## src/hdl/tqps_pkg.sv

```systemverilog
// package for the two queue priority server
// types, codes and sizes shared by the rtl; no dependencies
package tqps_pkg;

    localparam int QUEUE_DEPTH = 16;
    localparam int AW = $clog2(QUEUE_DEPTH);
    localparam int CW = $clog2(QUEUE_DEPTH + 1);

    typedef enum logic [2:0] {
        K_PREQ = 3'd0, K_NREQ = 3'd1, K_TICK = 3'd2,
        K_PCAN = 3'd3, K_NCAN = 3'd4, K_CLR = 3'd5
    } t_kind;

    typedef enum logic [2:0] {
        S_ACCEPTED = 3'd0, S_REFUSED = 3'd1, S_PSERVED = 3'd2, S_NSERVED = 3'd3,
        S_IDLE = 3'd4, S_REMOVED = 3'd5, S_NOTFOUND = 3'd6, S_CLEARED = 3'd7
    } t_status;

    typedef enum logic [2:0] {
        ST_IDLE, ST_HEAD, ST_SCAN, ST_SHIFT, ST_OUT
    } t_state;

    typedef struct packed {
        logic [2:0]  kind;
        logic [15:0] flight;
        logic [15:0] time_req;
    } t_in;

    typedef struct packed {
        logic [2:0]  status;
        logic [15:0] served_flight;
        logic [15:0] wait_time;
        logic [4:0]  priority_length;
        logic [4:0]  normal_length;
        logic [31:0] priority_requests;
        logic [31:0] normal_requests;
        logic [31:0] priority_refused;
        logic [31:0] normal_refused;
        logic [31:0] priority_served;
        logic [31:0] normal_served;
        logic [31:0] idle_ticks;
    } t_out;

endpackage

```

## src/hdl/two_queue_priority_server.sv

```systemverilog
// two queue priority server top level
// uses tqps_pkg; both queues live in synchronous-read memories
//
//  channel  signals                             carries
//  in       i_in_valid o_in_stall i_in          item transfer into the block
//  out      o_out_valid i_out_stall o_out       result transfer out
//  cfg      i_cfg_valid o_cfg_ready i_cfg_data  limit register write
//
// requests, clear and an idle tick pass ST_HEAD and ST_OUT; a served tick adds
// ST_SHIFT (tail shift), a cancel on a non-empty queue ST_SCAN and, on a match,
// ST_SHIFT; scan reads one entry a cycle to the match, the tail then moves up one
// entry a cycle. the input stays stalled until the result is loaded, back in idle.
// reset clears counts, counters and control; queue memories are not cleared.
// the result register holds under o_out stall; a new item is taken only once
// the result register is empty or being transferred.
module two_queue_priority_server import tqps_pkg::*; (
    input  logic        i_clk,
    input  logic        i_rst_n,
    input  logic        i_in_valid,
    output logic        o_in_stall,
    input  t_in         i_in,
    output logic        o_out_valid,
    input  logic        i_out_stall,
    output t_out        o_out,
    input  logic        i_cfg_valid,
    output logic        o_cfg_ready,
    input  logic [4:0]  i_cfg_data
);
    logic [31:0] r_pmem [QUEUE_DEPTH];
    logic [31:0] r_nmem [QUEUE_DEPTH];
    logic [31:0] r_prd, r_nrd;

    t_state      r_state, n_state;
    t_in         r_item, n_item;
    logic [CW-1:0] r_pcnt, n_pcnt, r_ncnt, n_ncnt;
    logic [CW-1:0] r_idx, n_idx;
    logic [31:0] r_ctr [7];
    logic [31:0] n_ctr [7];
    logic [4:0]  r_limit;
    logic [2:0]  r_status, n_status;
    logic [15:0] r_sf, n_sf, r_wt, n_wt;
    logic        r_ov, n_ov;
    t_out        r_out, n_out;

    logic [AW-1:0] rd_addr;
    logic          we_p, we_n;
    logic [AW-1:0] wr_addr;
    logic [31:0]   wr_data;
    logic          take;
    logic [31:0]   rd;
    logic [CW-1:0] cnt, lim;
    logic          isp;

    assign o_cfg_ready = 1'b1;
    assign o_out_valid = r_ov;
    assign o_out = r_out;
    assign o_in_stall = (r_state != ST_IDLE) || (r_ov && i_out_stall);
    assign take = i_in_valid && !o_in_stall;

    assign isp = (r_item.kind == K_PREQ) || (r_item.kind == K_PCAN) ||
                 (r_item.kind == K_TICK && r_pcnt != '0);
    assign cnt = isp ? r_pcnt : r_ncnt;
    assign rd = isp ? r_prd : r_nrd;
    assign lim = (r_limit > 5'(QUEUE_DEPTH)) ? CW'(QUEUE_DEPTH) : CW'(r_limit);

    always_ff @(posedge i_clk) begin
        if (we_p) r_pmem[wr_addr] <= wr_data;
        if (we_n) r_nmem[wr_addr] <= wr_data;
        r_prd <= r_pmem[rd_addr];
        r_nrd <= r_nmem[rd_addr];
    end

    function automatic logic [31:0] sat(input logic [31:0] v);
        return (v == 32'hFFFF_FFFF) ? v : v + 32'd1;
    endfunction

    always_comb begin
        n_state = r_state;
        n_item = r_item;
        n_pcnt = r_pcnt;
        n_ncnt = r_ncnt;
        n_idx = r_idx;
        n_ctr = r_ctr;
        n_status = r_status;
        n_sf = r_sf;
        n_wt = r_wt;
        n_ov = r_ov && i_out_stall;
        n_out = r_out;
        rd_addr = r_idx[AW-1:0];
        we_p = 1'b0;
        we_n = 1'b0;
        wr_addr = r_idx[AW-1:0];
        wr_data = rd;
        unique case (r_state)
            ST_IDLE: begin
                if (take && i_in.kind <= K_CLR) begin
                    n_item = i_in;
                    n_idx = '0;
                    n_sf = '0;
                    n_wt = '0;
                    rd_addr = '0;
                    n_state = ST_HEAD;
                end
            end
            ST_HEAD: begin
                n_state = ST_OUT;
                unique case (r_item.kind)
                    K_PREQ, K_NREQ: begin
                        n_ctr[isp ? 0 : 1] = sat(r_ctr[isp ? 0 : 1]);
                        if (cnt < lim) begin
                            wr_addr = cnt[AW-1:0];
                            wr_data = {r_item.flight, r_item.time_req};
                            we_p = isp;
                            we_n = !isp;
                            if (isp) n_pcnt = r_pcnt + 1'b1;
                            else n_ncnt = r_ncnt + 1'b1;
                            n_status = S_ACCEPTED;
                        end else begin
                            n_ctr[isp ? 2 : 3] = sat(r_ctr[isp ? 2 : 3]);
                            n_status = S_REFUSED;
                        end
                    end
                    K_TICK: begin
                        if (cnt == '0) begin
                            n_ctr[6] = sat(r_ctr[6]);
                            n_status = S_IDLE;
                        end else begin
                            n_ctr[isp ? 4 : 5] = sat(r_ctr[isp ? 4 : 5]);
                            n_status = isp ? S_PSERVED : S_NSERVED;
                            n_sf = rd[31:16];
                            n_wt = (r_item.time_req >= rd[15:0]) ?
                                   r_item.time_req - rd[15:0] : 16'd0;
                            n_idx = '0;
                            rd_addr = AW'(1);
                            n_state = ST_SHIFT;
                        end
                    end
                    K_PCAN, K_NCAN: begin
                        n_status = S_NOTFOUND;
                        if (cnt != '0) n_state = ST_SCAN;
                    end
                    default: begin
                        n_ctr = '{default: '0};
                        n_status = S_CLEARED;
                    end
                endcase
            end
            ST_SCAN: begin
                // rd holds entry r_idx
                if (rd[31:16] == r_item.flight) begin
                    n_status = S_REMOVED;
                    rd_addr = AW'(r_idx + 1'b1);
                    n_state = ST_SHIFT;
                end else if (r_idx + 1'b1 >= cnt) begin
                    n_state = ST_OUT;
                end else begin
                    n_idx = r_idx + 1'b1;
                    rd_addr = AW'(r_idx + 1'b1);
                    n_state = ST_SCAN;
                end
            end
            ST_SHIFT: begin
                // rd holds entry r_idx+1 once addressed the cycle before
                if (r_idx + 1'b1 >= cnt) begin
                    if (isp) n_pcnt = r_pcnt - 1'b1;
                    else n_ncnt = r_ncnt - 1'b1;
                    n_state = ST_OUT;
                end else begin
                    wr_addr = r_idx[AW-1:0];
                    we_p = isp;
                    we_n = !isp;
                    n_idx = r_idx + 1'b1;
                    rd_addr = AW'(r_idx + 2'd2);
                end
            end
            default: begin
                n_ov = 1'b1;
                n_out = '{status: r_status, served_flight: r_sf, wait_time: r_wt,
                          priority_length: 5'(r_pcnt), normal_length: 5'(r_ncnt),
                          priority_requests: r_ctr[0], normal_requests: r_ctr[1],
                          priority_refused: r_ctr[2], normal_refused: r_ctr[3],
                          priority_served: r_ctr[4], normal_served: r_ctr[5],
                          idle_ticks: r_ctr[6]};
                n_state = ST_IDLE;
            end
        endcase
    end

    always_ff @(posedge i_clk) begin
        if (!i_rst_n) begin
            r_state <= ST_IDLE;
            r_pcnt <= '0;
            r_ncnt <= '0;
            r_ctr <= '{default: '0};
            r_limit <= 5'd16;
            r_ov <= 1'b0;
        end else begin
            r_state <= n_state;
            r_pcnt <= n_pcnt;
            r_ncnt <= n_ncnt;
            r_ctr <= n_ctr;
            r_ov <= n_ov;
            if (i_cfg_valid) r_limit <= i_cfg_data;
        end
        r_item <= n_item;
        r_idx <= n_idx;
        r_status <= n_status;
        r_sf <= n_sf;
        r_wt <= n_wt;
        r_out <= n_out;
    end
endmodule
```

## config.mk

```make
export PLATFORM = sky130hd
export DESIGN_NAME = two_queue_priority_server
export DESIGN_NICKNAME = d
export VERILOG_FILES = /design/src/hdl/tqps_pkg.sv /design/src/hdl/two_queue_priority_server.sv
export SDC_FILE = /design/constraint.sdc
export NUM_CORES = 2
export LEC_CHECK = 0
export ABC_CLOCK_PERIOD_IN_PS = 10300
export BUFFER_PORTS_ARGS = -buffer_cell sky130_fd_sc_hd__buf_2
export CAP_MARGIN = 10
export CORE_MARGIN = 5
export CORE_UTILIZATION = 50
export CTS_BUF_LIST = sky130_fd_sc_hd__clkbuf_2 sky130_fd_sc_hd__clkbuf_4 sky130_fd_sc_hd__clkbuf_8
export CTS_CLUSTER_DIAMETER = 80
export DETAILED_ROUTE_END_ITERATION = 7
export PLACE_DENSITY = 0.67
export SLEW_MARGIN = 10
export SYNTH_ARGS = -nofsm -noshare
export SYNTH_HDL_FRONTEND = slang
export SYNTH_SLANG_ARGS = --single-unit
```

## constraint.sdc

```tcl
create_clock -name i_clk -period 10.3 [get_ports i_clk]
set_input_delay 3.09 -clock i_clk [delete_from_list [all_inputs] [get_ports i_clk]]
set_output_delay 3.09 -clock i_clk [all_outputs]
set_load 0.05 [all_outputs]
```

==> key figures <==
Setup path
  – Type of origin of the critical path: flop
  – CP Class: flop to flop
  – CP cell instances: or3_1 > o211a_4 > a21o_1 > inv_1 > ha_1 > a21oi_1 > a222oi_1 > o311a_1 > nor2_1 > o31ai_1 > a21oi_4 > buf_4 > mux2i_1 > mux2i_1 > mux2i_1
  – CP most frequent cell: mux2i_1
  – CP Capture Type: flop
  – Critical path arrival: 8290 ps
  – FF-to-FF path depth: 15
  – Worst r2r src: r_pcnt[4]$_SDFFE_PN0P_
  – Critical Path Slowest Stage Cell: a21oi_4
  – WP data required: 11160 ps
  – Critical path peak fanout: 47
  – CP max stage delay: 1000 ps
  – Reg-to-reg endpoint: r_prd[6]$_DFF_P_
  – CP top delay family: compound AO/OA/AOI/OAI gates
  – R2r setup slk: 2870 ps
  – Critical path buffer and inverter count: 2

Floorplan
  – Die height: 411.4 um
  – Core area: 160400 sq um
  – Cell Rows: 147
  – Initial Utilization: 50.24%
  – Die area: 169300 sq um
  – I/O pin cnt: approximately 320
  – Die width: 411.4 um

STA
  – Setup Skew: 89.83 ps
  – Max-slew violations: 0
  – RSZ-0062 raised after global routing: no
  – Final TNS setup: 0 ps
  – F_max: between 0.1 and 0.15 GHz
  – Finish-stage setup viols: 0
  – Slew margin rel.: 17.63%
  – Min Tclk post-route: 7433 ps
  – Slew @ Worst Pin: 1233 ps
  – Hold Fails Final Rpt: 0
  – Period utilization: between 70% and 80%

Min path
  – Min-delay src: r_wt[12]$_SDFFCE_PN0P_
  – Hold worst-path end: o_out[246]$_DFFE_PP_
  – Path type of the worst min-delay path: flop to flop
  – Worst Hold Path Cells: 0

CTS
  – Root Driver: clkbuf_8
  – Clk slew on worst S/H paths: 60 ps
  – CTS H-tree depth: 5
  – Cts bufs inserted: around 300
  – Clock Latency Late Sink: 1020 ps
  – CTS tree: built
  – Num Clock Sinks: ~1700
  – Post-CTS setup buffers: 0
  – Cts repair resizes: 0
  – Clock Tree Buf Depth: 4
  – Post-CTS Hold Buffers: 0

Synthesis
  – Syn_area_per_cell: 12.04 sq um
  – Sequential area share after synthesis: 58.61%
  – Netlist cell types: ~100
  – Post-synthesis compound-gate area fraction: between 15 and 20%
  – Simple-gate share of the synthesized area: between 10% and 20%
  – Post-synth top flop: edfxtp_1
  – #FFs+latches synth: 1675
  – Mapped Cells: 6694
  – EDFF count, synth: 1368
  – Ys Warns: 0
  – Largest family of logic cells by synthesized area: compound AO/OA/AOI/OAI gates
  – Mux cell area share after synthesis: 6.940%
  – Post-synthesis adder-cell area fraction: less than 1%
  – Top cells by area, synth: edfxtp_1, dfxtp_1, mux2i_1, a311oi_1, o2bb2ai_1
  – Cell Area, Synth: 80570 sq um
  – Dominant cell type by area after synthesis: edfxtp_1
  – XOR/XNOR Fraction of Synth Area: 0.8479%
  – Yosys top cell area share: roughly half
  – Asr flop ratio synth: 0%
  – Synthesized Nets: 6775

Route
  – Drt total wl: about 250 mm
  – DRC violations left: 0
  – DR pass1 iterations: 7
  – Via Count: around 60000
  – Per-cell routed wire length: approximately 27 um
  – Antenna-violating nets left: 0
  – DRT iter0 DRCs: 8019
  – Via-to-Cell Ratio: approximately 6.7

Global route
  – First-pass GRT wire length: 365.1 mm
  – Largest net degree at the start of global routing: 281
  – Initial antenna violation count: 8
  – GRT Overall Usage: 27.80%
  – GRT overflow: 0
  – Vias in the first global route: 59040

Finish
  – Synthesis-to-finish area growth: 11.62%
  – Final net count: roughly 7000
  – Share of cells above drive strength 1: between 10% and 20%
  – Most frequent cells in the layout: edfxtp_1, nand3_1, and3_1
  – Commonest non-fill, non-tap cell in the layout: edfxtp_1

Place
  – Port-buffer cells: 315
  – Detailed placement HPWL: around 140 mm
  – Routability cong.: 0.8807

Job
  – Maxcap violations: 0

Power and ir drop
  – Leak: 30.90 nW
  – Overall power: 0.01561 W
  – Peak VDD IR: about 0.14 mV
  – Total power per unit cell area: 173.6 nW/um^2

Outcome
  – Status: finished clean
-- where the power goes --
group	internal [W]	total [W]	switching (W)
clock network	0.00349	0.00622	0.00273
registers	0.00765	0.00775	0.0000933
logic	0.000466	0.00165	0.00119
total	0.0116	0.0156	0.00401
-- layout make-up --
class	instances	area (sq um)
diodes	3	7.507
clock buffers	425	5236
clock inverters	92	654.4
fillers	13110	70450
inverters	47	176.4
multi-input cells	4332	30990
flip-flops and latches	1675	47230
well taps	2160	2703
repair buffers	466	2935
-- flip-flops by register name (all words and copies together), names as in the netlist, 3 cells and up --
signal / cells
o_out: 269
r_ctr: 224
r_idx: 5
r_item: 35
r_limit: 5
r_ncnt: 5
r_nmem: 512
r_nrd: 32
r_pcnt: 5
r_pmem: 512
r_prd: 32
r_sf: 16
r_state: 3
r_status: 3
r_wt: 16
-- Yosys cell counts (33+ instances only) --
| cell type | number |
|---|---|
| mux2i_1 | 544 |
| nand3_1 | 591 |
| clkbuf_1 | 438 |
| nor2b_1 | 37 |
| buf_2 | 157 |
| o2bb2ai_1 | 512 |
| edfxtp_1 | 1368 |
| inv_1 | 47 |
| a22o_1 | 55 |
| nand2_1 | 297 |
| and3_1 | 559 |
| and2_1 | 50 |
| nor3_1 | 57 |
| dfxtp_1 | 307 |
| ha_1 | 33 |
| xnor2_1 | 50 |
| a31oi_1 | 52 |
| o21ai_0 | 196 |
| nor2_1 | 226 |
| a311oi_1 | 512 |
| a21oi_1 | 135 |
-- routing by layer --
| metal | wire length, um | GRT usage (%) | vias to the layer above |
|---|---|---|---|
| li1 | - | - | 27000 |
| met1 | 98900 | 37.87 | 30450 |
| met2 | 110600 | 42.65 | 3308 |
| met3 | 25000 | 6.347 | 598 |
| met4 | 10580 | 12.53 | 4 |
| met5 | 30 | 0 | - |
-- cell families (layout without fill, tap and decap cells) --
group,after synthesis,in the layout
AND/OR/NAND/NOR,1987,1987
adder cells (fa/ha/maj),36,36
multiplexers,557,557
XOR/XNOR,78,78
AO/OA/AOI/OAI,1673,1673
other,1,4
buffers and inverters,687,1030
flip-flops,1675,1675
-- worst max-delay path by stage --
stage                            start            endpoint  depth (start not counted)
4_1_cts         r_pcnt[4]$_SDFFE_PN0P_   r_nrd[31]$_DFF_P_                         16
5_1_grt         r_pcnt[4]$_SDFFE_PN0P_   r_nrd[31]$_DFF_P_                         17
3_5_place_dp    r_pcnt[4]$_SDFFE_PN0P_    r_prd[6]$_DFF_P_                         15
3_3_place_gp    r_pcnt[4]$_SDFFE_PN0P_   r_nrd[30]$_DFF_P_                         16
6_report        r_pcnt[4]$_SDFFE_PN0P_    r_prd[6]$_DFF_P_                         15
2_1_floorplan  r_state[2]$_SDFFE_PN0P_  o_out[0]$_DFFE_PP_                          1
-- through the flow --
step | std cells | hold slack, ps | setup WS, ps | instance area (sq um) | util (%)
final | 9200 | 408.6 | 2867 | 89930 | 56.07
after global routing | 9199 | 418.5 | 2532 | 89930 | 56.07
after global placement | 8679 | 400.4 | 3198 | 84000 | 52.37
after floorplan | 6694 | 400.3 | 1895 | 80570 | -
after CTS | 9197 | 409.8 | 3069 | 89910 | 56.06
after detailed placement | 8680 | 404.5 | 3091 | 84020 | 52.38
No activity file was read; power rests on OpenSTA's default activity.
